### src/rtl/core/ring_trace_buffer_cursor_read_core_defines.svh
// ---------------------------------------------------------------------------
// Ring trace buffer assertion macros
// Shared concurrent assertion forms, clocked on clk and disabled in reset.
// ---------------------------------------------------------------------------
`ifndef RING_TRACE_BUFFER_CURSOR_READ_CORE_DEFINES_SVH
`define RING_TRACE_BUFFER_CURSOR_READ_CORE_DEFINES_SVH

// same-cycle implication
`define RTBC_ASSERT_IMPL(lbl, ante, cons) \
  lbl: assert property (@(posedge clk) disable iff (!rst_n) (ante) |-> (cons)) \
    else $error("rtbc assertion failed");

// next-cycle implication
`define RTBC_ASSERT_NEXT(lbl, ante, cons) \
  lbl: assert property (@(posedge clk) disable iff (!rst_n) (ante) |=> (cons)) \
    else $error("rtbc assertion failed");

`endif

### src/rtl/core/rtbc_pkg.sv
// ---------------------------------------------------------------------------
// Ring trace buffer package
// Field widths, command codes and shared control types.
// ---------------------------------------------------------------------------
package rtbc_pkg;

  localparam int BYTE_W   = 8;
  localparam int CURSOR_W = 32;
  localparam int LIMIT_W  = 7;

  localparam logic CMD_APPEND = 1'b0;
  localparam logic CMD_READ   = 1'b1;

  typedef struct packed {
    logic busy;
    logic done;
  } rtbc_mod_sts_t;

endpackage

### src/rtl/core/rtbc_mod_unit.sv
// ---------------------------------------------------------------------------
// Ring position lookup
// Ring position of a cursor, found from the written total's ring position
// and the distance back from the total, with one compare and subtract.
// ---------------------------------------------------------------------------
module rtbc_mod_unit import rtbc_pkg::*; #(
  parameter int unsigned RING_BYTES = 4096,
  localparam int unsigned AW = $clog2(RING_BYTES)
) (
  input  logic                clk,
  input  logic                rst_n,
  input  logic                start_i,
  input  logic [AW-1:0]       base_i,
  input  logic [AW:0]         dist_i,
  output rtbc_mod_sts_t       sts_o,
  output logic [AW-1:0]       rem_o
);

  localparam logic [AW:0] CAP = (AW+1)'(RING_BYTES);

  logic          done_r;
  logic [AW-1:0] rem_r;
  logic [AW-1:0] rem_nxt;
  logic [AW:0]   base_x;

  // dist_i never exceeds the ring size, so one wrap fixes the difference
  assign base_x = {1'b0, base_i};

  always_comb begin
    if (base_x >= dist_i) begin
      rem_nxt = AW'(base_x - dist_i);
    end else begin
      rem_nxt = AW'(base_x + CAP - dist_i);
    end
  end

  always_ff @(posedge clk) begin
    if (!rst_n) begin
      done_r <= 1'b0;
    end else begin
      done_r <= start_i;
    end
  end

  always_ff @(posedge clk) begin
    if (start_i) begin
      rem_r <= rem_nxt;
    end
  end

  assign sts_o = '{busy: 1'b0, done: done_r};
  assign rem_o = rem_r;

endmodule

### config.mk
export PLATFORM = sky130hd
export DESIGN_NAME = rtbc_mod_unit
export DESIGN_NICKNAME = d
export VERILOG_FILES = /design/src/rtl/core/ring_trace_buffer_cursor_read_core_defines.svh /design/src/rtl/core/rtbc_pkg.sv /design/src/rtl/core/rtbc_mod_unit.sv
export SDC_FILE = /design/constraint.sdc
export NUM_CORES = 1
export LEC_CHECK = 0
export BUFFER_PORTS_ARGS = -buffer_cell sky130_fd_sc_hd__clkbuf_2
export CAP_MARGIN = 15
export CORE_MARGIN = 2
export CORE_UTILIZATION = 45
export CTS_BUF_LIST = sky130_fd_sc_hd__clkbuf_4 sky130_fd_sc_hd__clkbuf_8 sky130_fd_sc_hd__clkbuf_16
export DETAILED_ROUTE_END_ITERATION = 10
export HOLD_SLACK_MARGIN = 0.1
export PLACE_DENSITY = 0.77
export SLEW_MARGIN = 20
export SYNTH_ARGS = -nofsm -noshare
export SYNTH_HDL_FRONTEND = slang
export SYNTH_SLANG_ARGS = --single-unit
### constraint.sdc
create_clock -name clk -period 3.3 [get_ports clk]
set_clock_uncertainty 0.2 [all_clocks]
set_input_delay 0.66 -clock clk [delete_from_list [all_inputs] [get_ports clk]]
set_output_delay 0.66 -clock clk [all_outputs]
set_load 0.02 [all_outputs]
After elaboration in Yosys (flattened, before gate mapping)

Index checks and enable logic that the tools add are counted.

Bits in registers: 13
Output and inout bits: 14
Logic and storage cells: 7

Add/subtract/negate cells: 3
Magnitude comparators: 1
Muxes and demuxes: 1

Operators with widths:

| cell                  | count |
|---|---|
| $sub 12x12->12        | 2 |
| $ge 12x13->1          | 1 |
| $add 12x1->12 const B | 1 |
| $mux 12               | 1 |

Depth between registers and ports, before layout

Gate-level depths: netlist of the first run.

Depth in word-level cells: 3
Depth in mapped cells: 8

Worst setup path after synthesis of the first run

No wires, ideal clock.

Kind: in2reg
From: input port base_i[0]
To: register rem_r[8] (netlist: rem_o[8]), data pin
Library setup time: 0.261 ns
Data arrival time: 2.073 ns
Required time: 2.839 ns
Setup slack: 0.766 ns
Stages on the path: 8
Cell sequence: inv_1 > ha_1 > fa_1 > nor2b_4 > o31a_1 > or2_1 > a221o_1 > xor2_1

Word-level cells in the longest chain between the ends: 3
Elaborated cells on any way between the ends: 5
Classes of those cells: add/sub: 3; order compare: 1; mux: 1

Ends and longest elaborated chain:

| item                   | line                | source |
|---|---|---|
| start: declaration     | rtbc_mod_unit.sv:13 | `input logic [AW-1:0] base_i,` |
| $add 12x1->12          | rtbc_mod_unit.sv:33 | `rem_nxt = AW'(base_x + CAP - dist_i);` |
| $sub 12x12->12         | rtbc_mod_unit.sv:33 |  |
| $mux 12 *              | rtbc_mod_unit.sv:30 | `if (base_x >= dist_i) begin` |
| via rem_nxt[8]         | rtbc_mod_unit.sv:23 | `logic [AW-1:0] rem_nxt;` |
| end signal: assignment | rtbc_mod_unit.sv:47 | `rem_r <= rem_nxt;` |
| end: declaration       | rtbc_mod_unit.sv:22 | `logic [AW-1:0] rem_r;` |

Mark *: on every way through the listed nets, which the timed path passes. The rest lies on a longest branch.
A chain may end at the register's enable or synchronous reset.

Final worst setup path of the first run

Ends and elaborated chain as after synthesis.

==> run metrics, run 1 <==
Setup TNS=0 ns; GP Congestion=approximately 0.75; row cnt=16; GR Util All Layers=13.3%; critical path fanouts, max=3; via count=747; Final Max Tran Viols=0; clock slew seen by the registers of the worst setup and hold paths=around 0.070 ns; Starting Density=between 40% and 50%; # IOs=42; vias in the first global route=671; # DRC=0; CP Data Required Time=between 3 and 4 ns; full die area=between 2000 and 2500 um^2; # hold bufs at CTS=0; PwrDens=about 410 nW/um^2; post-place setup slack=between 0.5 and 0.6 ns; Data arrival, critical path=approximately 2.3 ns; Fmax=roughly 400 MHz; Fillers=188; area leader, netlist=edfxtp_1; antenna violations before repair=0; crit path capture type=register; Area Growth Syn to Fin=26.2%; syn_nets=128; Final ANT Viol Nets=0; Yosys top cell area share=roughly two fifths; cell count after synthesis=between 80 and 90; Placed Area=roughly 1100 um^2; top post-synthesis cells by count=14 x inv_1, 12 x edfxtp_1, 11 x ha_1; minimum clock period=around 2.4 ns; Pint=0.000340 W; critical path cell sequence=clkbuf_2, inv_1, ha_1, fa_1, nor2b_4, o31a_1, or2_1, a221o_1, xor2_1; global-route wire length before repair=around 2.5 mm; CTS tree=built; Fin. Hold Viols=0; WHS Path Cells=2; RSZ-0062 raised after global routing=false; nets=between 150 and 200; ys async rst share=0%; fin util=59.9%; DP Wirelength=1.27 mm; wire per inst=between 9 and 10 um; die extent in x=between 40 and 50 um; HP Start=rst_n; max cap viols=0; Setup Crit Path Kind=in -> reg; P_sw=about 0.00015 W; final setup margin=about 0.87 ns; cts bufs inserted=3; most frequent cell after synthesis=inv_1; H-tree Lvls=1; ranking of synthesized cells by area=edfxtp_1 39%, ha_1 15%, inv_1 5.6%, xnor2_1 4.7%, xor2_1 3.8%; Main synth FF type=edfxtp_1; status=complete, no violations; Post-Route WL=~1.4 mm; Sw Share=between 20% and 30%; Netlist cell types=28; port bufs=39; clk buf depth=2; Mapped Area=between 900 and 1000 um^2; crit share post-route=about 74%; Synth Area per Inst=10.6 um^2; Initial DRC Count=7; DR pass1 iterations=4; YS warnings=0; clk sinks=13; Post-synth EDFFs=12; core area=slightly below 2000 um^2; sequential share of power=between 40% and 50%; CP max stage cell=a221o_1; Die Ht=between 40 and 50 um; Seq cells post-synth=13; combinational power share=about a third; critical path startpoint category=input port; Final setup viols=0; layout cells sized above 1=34.9%; Setup Fix Bufs, Post-CTS=0; post-CTS sizing=0; Max VDD drop=between 0.0002 and 0.00025 V; largest net degree at the start of global routing=14; grt ovf=0; clk root buf=clkbuf_4; antenna diode count=0; CP peak stage delay=approximately 0.33 ns; HP Class=in -> reg; post-synthesis sequential area ratio=between 40% and 50%; DR vias/cell=~4.8; post-layout instance area=between 1000 and 1500 um^2; clock share of power=20.3%; leakage=0.607 nW; Min-Delay Endpoint=done_r$_SDFF_PN0_
[layout by cell type, fill, tap and decap left out, types with 4 or more instances in the layout]
cell type and instances:
clkbuf_2 39, ha_1 11, a21oi_1 4, nor2_1 5, xnor2_1 5, inv_1 14
xor2_1 4, edfxtp_1 12, clkbuf_4 4
[logic make-up after synthesis]
family                     Yosys count  share of synthesized area [%]
and+or+nand+nor                     13                           7.66
other                                1                          0.403
adders and majority gates           12                           16.9
DFF                                 13                           40.9
buffers and inverters               16                           7.26
AOI/OAI and AO/OA                   24                           18.4
xor gates and xnor gates             9                           8.47
[final cells by class]
type	instances	area [um^2]	share of cell area, %
multi-input cells	59	483	41.1
flip-flops and latches	13	380	32.4
clock buffers	4	30.0	2.56
well taps	27	33.8	2.88
inverters	14	52.6	4.47
repair buffers	39	195	16.6
[flip-flops by register name, indices dropped and copies added, names as in the netlist]
signal  cells
done_r      1
rem_o      12
[power by group through the flow]
stage / sequential (W) / clock (W) / combinational (W)
floorplan: 0.000253 / 0 / 0.0000881
global placement: 0.000221 / 0 / 0.000167
detailed placement: 0.000221 / 0 / 0.000171
CTS: 0.000217 / 0.000101 / 0.000172
global route: 0.000220 / 0.000105 / 0.000189
finish: 0.000217 / 0.0000985 / 0.000170
[critical path: cells and delay by family]
kind / cells / cell delay (ns)
buffers and inverters: 2 / 0.13
and+or+nand+nor: 2 / 0.28
AOI/OAI and AO/OA: 2 / 0.60
xor gates and xnor gates: 1 / 0.14
adders and majority gates: 2 / 0.44
[through the flow]
| step | hold slack (ns) | instances | power (W) |
|---|---|---|---|
| finish | 0.410 | 156 | 0.000486 |
| global route | 0.418 | 156 | 0.000513 |
| CTS | 0.409 | 156 | 0.000490 |
| detailed placement | 0.689 | 152 | 0.000392 |
| global placement | 0.670 | 152 | 0.000388 |
| floorplan | 0.572 | 88 | 0.000341 |
[metal layers]
| layer | global-route usage [%] | share of wire [%] |
|---|---|---|
| met5 | 0 | 0 |
| met3 | 1.82 | 5.1 |
| met4 | 8.33 | 1.6 |
| met2 | 20.9 | 49 |
| met1 | 17.2 | 44 |
[how the worst max path moves through the flow]
stage / endpoint / slack [ns] / startpoint
2_1_floorplan: rem_o[8]$_DFFE_PP_ / 0.77 / base_i[0]
3_3_place_gp: rem_o[8]$_DFFE_PP_ / 0.61 / base_i[0]
3_5_place_dp: rem_o[8]$_DFFE_PP_ / 0.60 / base_i[0]
4_1_cts: rem_o[8]$_DFFE_PP_ / 0.87 / base_i[0]
5_1_grt: rem_o[8]$_DFFE_PP_ / 0.77 / base_i[0]
6_report: rem_o[8]$_DFFE_PP_ / 0.87 / base_i[0]
(Power assumes the default switching activity.)
==> run 2, diff against run 1 <==
--- a/config.mk
+++ b/config.mk
@@ -5,14 +5,15 @@
 export SDC_FILE = /design/constraint.sdc
 export NUM_CORES = 1
 export LEC_CHECK = 0
+export ABC_AREA = 1
 export BUFFER_PORTS_ARGS = -buffer_cell sky130_fd_sc_hd__clkbuf_2
 export CAP_MARGIN = 15
 export CORE_MARGIN = 2
-export CORE_UTILIZATION = 45
+export CORE_UTILIZATION = 44
 export CTS_BUF_LIST = sky130_fd_sc_hd__clkbuf_4 sky130_fd_sc_hd__clkbuf_8 sky130_fd_sc_hd__clkbuf_16
 export DETAILED_ROUTE_END_ITERATION = 10
 export HOLD_SLACK_MARGIN = 0.1
-export PLACE_DENSITY = 0.77
+export PLACE_DENSITY = 0.76
 export SLEW_MARGIN = 20
 export SYNTH_ARGS = -nofsm -noshare
 export SYNTH_HDL_FRONTEND = slang
==> constraint.sdc (replaced) <==
create_clock -name clk -period 2.17 [get_ports clk]
set_clock_uncertainty 0.2 [all_clocks]
set_input_delay 0.434 -clock clk [delete_from_list [all_inputs] [get_ports clk]]
set_output_delay 0.434 -clock clk [all_outputs]
set_load 0.02 [all_outputs]
==> run metrics, run 2 <==
Synth Area per Inst=7.19 um^2 (-32%); Starting Density=45.7% (-1.8 points); crit share post-route=between 80% and 90%; area leader, netlist=edfxtp_1; minimum clock period=between 1.5 and 2 ns; port bufs=39 (unchanged); Final setup viols=0 (unchanged); Setup Crit Path Kind=in -> reg; crit path from=base_i[0]; clk sinks=13 (unchanged); Crit. path cell count=10 (+1); global-route wire length before repair=3.02 mm (+19%); YS warnings=0 (unchanged); P_sw=0.000253 W (+74%); Worst setup endpoint=rem_o[8]$_DFFE_PP_; cell count after synthesis=156 (+77%); cts bufs inserted=3 (unchanged); Setup Fix Bufs, Post-CTS=0 (unchanged); Netlist cell types=18 (-36%); PwrDens=557 nW/um^2 (+35%); Fmax=around 550 MHz; critical path startpoint category=input port; leakage=0.846 nW (+39%); Inst Count DP=223 (+47%); status=complete, no violations; Max VDD drop=0.000251 V (+24%); critical path's top delay family=adder cells; Post-synth EDFFs=12 (unchanged); top post-synthesis cells by count=52 x nand2_1, 39 x inv_1, 12 x edfxtp_1; Hold WS=0.148 ns (-0.261 ns); RSZ-0062 raised after global routing=false; most frequent cells in the layout=52 x nand2_1, 39 x inv_1, 39 x clkbuf_2; Sw Share=33.2% (+3.3 points); clk buf depth=2 (unchanged); die extent in x=54.5 um (+10%); ranking of synthesized cells by area=edfxtp_1 32%, nand2_1 17%, inv_1 13%, ha_1 12%, nand3_1 3.6%; critical path cell sequence=clkbuf_2, inv_1, ha_1, fa_1, inv_1, nand3_1, nand3_2, nand2_1, nand3_1, nand2_1; Fin. Hold Viols=0 (unchanged); post-synthesis sequential area ratio=33.9% (-6.9 points); combinational power share=36.8% (+1.8 points); antenna violations before repair=0 (unchanged); GR Util All Layers=14.9% (+1.7 points); core area=2450 um^2 (+25%); most common cell after layout, fill and taps aside=nand2_1; Seq cells post-synth=13 (unchanged); critical path fanouts, max=3 (unchanged); Main synth FF type=edfxtp_1; Initial DRC Count=10 (+3); post-CTS sizing=0 (unchanged); grt ovf=0 (unchanged); DR vias/cell=4.43 (-7.5%); clock share of power=20.3% (about the same); Final Max Tran Viols=0 (unchanged); # hold bufs at CTS=0 (unchanged); full die area=2970 um^2 (+21%); ys async rst share=0% (unchanged); Pint=0.000510 W (+50%); Fillers=255 (+36%); Final ANT Viol Nets=0 (unchanged); Yosys top cell area share=32.1% (-6.6 points); GP Congestion=0.851 (+13%); Area Growth Syn to Fin=22.1%; nets=238 (+40%); syn_nets=196 (+53%); # DRC=0 (unchanged); DR pass1 iterations=4 (unchanged); CP max stage cell=fa_1; most frequent cell after synthesis=nand2_1; Data arrival, critical path=1.65 ns (-0.60 ns); # IOs=42 (unchanged); row cnt=18 (+2); Setup TNS=0 ns (unchanged); DP Wirelength=1.64 mm (+29%); CP Data Required Time=2.00 ns (-1.12 ns); antenna diode count=0 (unchanged); vias in the first global route=802 (+20%); clk root buf=clkbuf_4; Post-Layout Cell Count=227 (+46%); via count=1,005 (+35%); CTS tree=built; H-tree Lvls=1 (unchanged); max cap viols=0 (unchanged); CP peak stage delay=0.41 ns (+0.08 ns); layout cells sized above 1=25.9% (-9.0 points); sequential share of power=43.0% (-1.7 points); Post-Route WL=1.84 mm (+28%); WP buf/inv=3 (+1); crit path capture type=register; largest net degree at the start of global routing=14 (unchanged); Die Ht=54.5 um (+10%); clock slew seen by the registers of the worst setup and hold paths=0.07 ns (about the same); wire per inst=8.11 um (-12%); number of flip-flops under the largest register name=12 (unchanged); Mapped Area=1120 um^2 (+20%); HP Class=in -> reg
-- run 2: tightest hold or removal path, cell delays in order --
cell and delay [ns]:
clkbuf_2 0.07, nand2_1 0.04, inv_1 0.05
-- run 2: area by class of cell --
class	count	area, um^2	area share, %
repair buffers	39	195	14.3
inverters	40	150	11.0
multi-input cells	101	576	42.0
well taps	30	37.5	2.74
clock buffers	4	30.0	2.19
flip-flops and latches	13	380	27.8
-- run 2: how the worst min path moves through the flow --
stage	from	end	slack [ns]	cells past startpoint
detailed placement	rst_n	done_r$_SDFF_PN0_	0.44	3
CTS	rst_n	done_r$_SDFF_PN0_	0.15	3
global placement	rst_n	done_r$_SDFF_PN0_	0.42	3
finish	rst_n	done_r$_SDFF_PN0_	0.15	3
floorplan	start_i	done_r$_SDFF_PN0_	0.33	2
global route	rst_n	done_r$_SDFF_PN0_	0.14	3
-- run 2: logic make-up (layout without fill, tap and decap cells) --
logic type / Yosys count / in the layout / synth area share, %
DFF: 13 / 13 / 33.9
other: 1 / 1 / 0.335
xor gates and xnor gates: 6 / 6 / 4.69
buffers and inverters: 42 / 83 / 14.7
and+or+nand+nor: 78 / 78 / 30.5
adders and majority gates: 12 / 12 / 14.1
AOI/OAI and AO/OA: 4 / 4 / 1.79
-- run 2: stage by stage --
stage,power (W),util [%],setup slack [ns],instance area [um^2]
2_1_floorplan,0.000533,-,0.253,1120
3_3_place_gp,0.000611,54.5,0.0857,1340
3_5_place_dp,0.000616,54.5,0.0681,1340
4_1_cts,0.000771,55.8,0.362,1370
5_1_grt,0.000827,55.8,0.251,1370
6_report,0.000763,55.8,0.351,1370
-- run 2: power groups by stage --
| stage | Clock (W) | Sequential, W | Combinational [W] |
|---|---|---|---|
| global route | 0.000175 | 0.000331 | 0.000321 |
| global placement | 0 | 0.000333 | 0.000278 |
| detailed placement | 0 | 0.000334 | 0.000282 |
| finish | 0.000155 | 0.000328 | 0.000280 |
| CTS | 0.000159 | 0.000329 | 0.000283 |
| floorplan | 0 | 0.000379 | 0.000154 |
-- run 2: routing by layer --
| layer | up-vias | GRT usage (%) | part of all wire (%) | routed length [um] |
|---|---|---|---|---|
| met1 | 418 | 16.8 | 44 | 801 |
| met4 | 0 | 12.5 | 3.3 | 60 |
| li1 | 555 | - | - | - |
| met5 | - | 0 | 0 | 0 |
| met3 | 4 | 2.46 | 5.2 | 96 |
| met2 | 28 | 24.5 | 48 | 882 |
==> run 3, diff against run 2 <==
--- a/config.mk
+++ b/config.mk
@@ -9,11 +9,11 @@
 export BUFFER_PORTS_ARGS = -buffer_cell sky130_fd_sc_hd__clkbuf_2
 export CAP_MARGIN = 15
 export CORE_MARGIN = 2
-export CORE_UTILIZATION = 44
+export CORE_UTILIZATION = 45
 export CTS_BUF_LIST = sky130_fd_sc_hd__clkbuf_4 sky130_fd_sc_hd__clkbuf_8 sky130_fd_sc_hd__clkbuf_16
 export DETAILED_ROUTE_END_ITERATION = 10
 export HOLD_SLACK_MARGIN = 0.1
-export PLACE_DENSITY = 0.76
+export PLACE_DENSITY = 0.74
 export SLEW_MARGIN = 20
 export SYNTH_ARGS = -nofsm -noshare
 export SYNTH_HDL_FRONTEND = slang
==> constraint.sdc (replaced) <==
create_clock -name clk -period 1.8 [get_ports clk]
set_clock_uncertainty 0.2 [all_clocks]
set_input_delay 0.36 -clock clk [delete_from_list [all_inputs] [get_ports clk]]
set_output_delay 0.36 -clock clk [all_outputs]
set_load 0.02 [all_outputs]
==> run metrics, run 3 (synthesis results as in run 2) <==
DP Wirelength=1.88 mm (+14%); # DRC=0 (unchanged); minimum clock period=around 1.7 ns; vias in the first global route=874 (+9.0%); CP Data Required Time=1.64 ns (-0.36 ns); DR vias/cell=4.52 (+2.1%); GR Util All Layers=16.8% (+1.8 points); Reg area=380 um^2 (unchanged); critical path startpoint category=input port; crit path from=base_i[0]; multi-input logic area=578 um^2 (+0.43%); antenna violations before repair=0 (unchanged); most common cell after layout, fill and taps aside=nand2_1; clock share of power=18.4% (-1.9 points); cts bufs inserted=3 (unchanged); crit path capture type=register; crit share post-route=just over 90%; final setup margin=0.130 ns (-0.221 ns); Area Growth Syn to Fin=29.0%; HP Class=in -> reg; critical path cell sequence=clkbuf_2, inv_1, ha_1, fa_2, inv_1, nand3_1, nand3_2, nand2_1, nand3_1, nand2_1; global-route wire length before repair=3.45 mm (+14%); RSZ-0062 raised after global routing=false; PwrDens=652 nW/um^2 (+17%); antenna diode count=0 (unchanged); leakage=0.891 nW (+5.4%); Initial DRC Count=27 (+17); Die Ht=53.9 um (-1.0%); Final Max Tran Viols=0 (unchanged); clock slew seen by the registers of the worst setup and hold paths=0.07 ns (about the same); Setup Fix Bufs, Post-CTS=0 (unchanged); H-tree Lvls=1 (unchanged); HP Start=base_i[11]; Setup TNS=0 ns (unchanged); Sw Share=34.1% (+0.94 points); grt ovf=0 (unchanged); CP peak stage delay=0.35 ns (-0.06 ns); Starting Density=46.5% (+0.85 points); DR pass1 iterations=5 (+1); number of flip-flops under the largest register name=12 (unchanged); Fin. Hold Viols=0 (unchanged); status=complete, no violations; P_sw=0.000322 W (+27%); Final setup viols=0 (unchanged); # IOs=42 (unchanged); via count=1,071 (+6.6%); max cap viols=0 (unchanged); port bufs=39 (unchanged); clk root buf=clkbuf_4; combinational power share=39.7% (+2.9 points); largest net degree at the start of global routing=14 (unchanged); layout cells sized above 1=29.5% (+3.6 points); WP buf/inv=3 (unchanged); Hold WS=0.271 ns (+0.123 ns); Fmax=between 500 and 600 MHz; row cnt=18 (unchanged); most frequent cells in the layout=52 x nand2_1, 39 x inv_1, 39 x clkbuf_2; Setup Crit Path Kind=in -> reg; Max VDD drop=0.000334 V (+33%); Pint=0.000621 W (+22%); core area=2410 um^2 (-1.8%); CP max stage cell=fa_2; wire per inst=9.19 um (+13%); full die area=2910 um^2 (-2.1%); GP Congestion=0.849 (-0.28%); clk sinks=13 (unchanged); nets=248 (+4.2%); Placed Area=1410 um^2 (+5.2%); Final ANT Viol Nets=0 (unchanged); post-layout instance area=1450 um^2 (+5.7%); clk buf depth=2 (unchanged); Fillers=242 (-5.1%); critical path fanouts, max=3 (unchanged); die extent in x=53.9 um (-1.0%); Post-Route WL=2.18 mm (+18%); critical path's top delay family=adder cells; post-place setup slack=-0.146 ns (-0.214 ns); Data arrival, critical path=1.51 ns (-0.14 ns); CTS tree=built; sequential share of power=41.8% (-1.2 points)
run 3: cell count changes in the layout (fill, tap and decap cells not counted):
cell           before  now
fa_2                0    1
clkbuf_4            4    3
buf_4               0    9
fa_1                1    0
dlygate4sd3_1       0    1
clkinv_2            0    1
run 3: tightest hold or removal path, cell delays in order:
cell      delay [ns]
clkbuf_2        0.08
xnor2_1         0.06
inv_1           0.05
nand2_1         0.04
nand2_1         0.04
run 3: final timing paths:
path  cells past startpoint                  end  slack (ns)
min                       5  rem_o[11]$_DFFE_PP_        0.27
max                      10   rem_o[8]$_DFFE_PP_        0.13
run 3: layer usage:
layer | vias up | track usage (%) | wire length (um)
met4 | 0 | 10.7 | 42
met2 | 31 | 29.3 | 1150
met5 | - | 0 | 0
met3 | 4 | 1.67 | 102
met1 | 458 | 19.3 | 880
li1 | 578 | - | -
run 3: layout make-up:
| class | instances | share of cell area [%] |
|---|---|---|
| Multi-Input combinational cell | 101 | 40.0 |
| Sequential cell | 13 | 26.3 |
| Clock buffer | 3 | 1.56 |
| Timing Repair Buffer | 49 | 18.9 |
| Tap cell | 30 | 2.60 |
| Inverter | 40 | 10.4 |
| Clock inverter | 1 | 0.346 |
run 3: power groups by stage:
stage	combinational, W	sequential, W	clock, W
floorplan	0.000186	0.000457	0
global route	0.000422	0.000398	0.000194
global placement	0.000363	0.000400	0
finish	0.000375	0.000394	0.000174
detailed placement	0.000374	0.000402	0
CTS	0.000376	0.000395	0.000177
run 3: through the flow:
step | util [%] | total power, W | std cells
global route | 60.0 | 0.00102 | 237
global placement | 58.5 | 0.000764 | 232
finish | 60.0 | 0.000943 | 237
detailed placement | 58.5 | 0.000776 | 232
floorplan | - | 0.000643 | 156
CTS | 60.0 | 0.000949 | 237
run 3: repair_timing:
item                                   in CTS  in global routing
gates resized for setup                     0                  0
hold buffers                                1                  0
endpoints found under the hold margin       1                  0
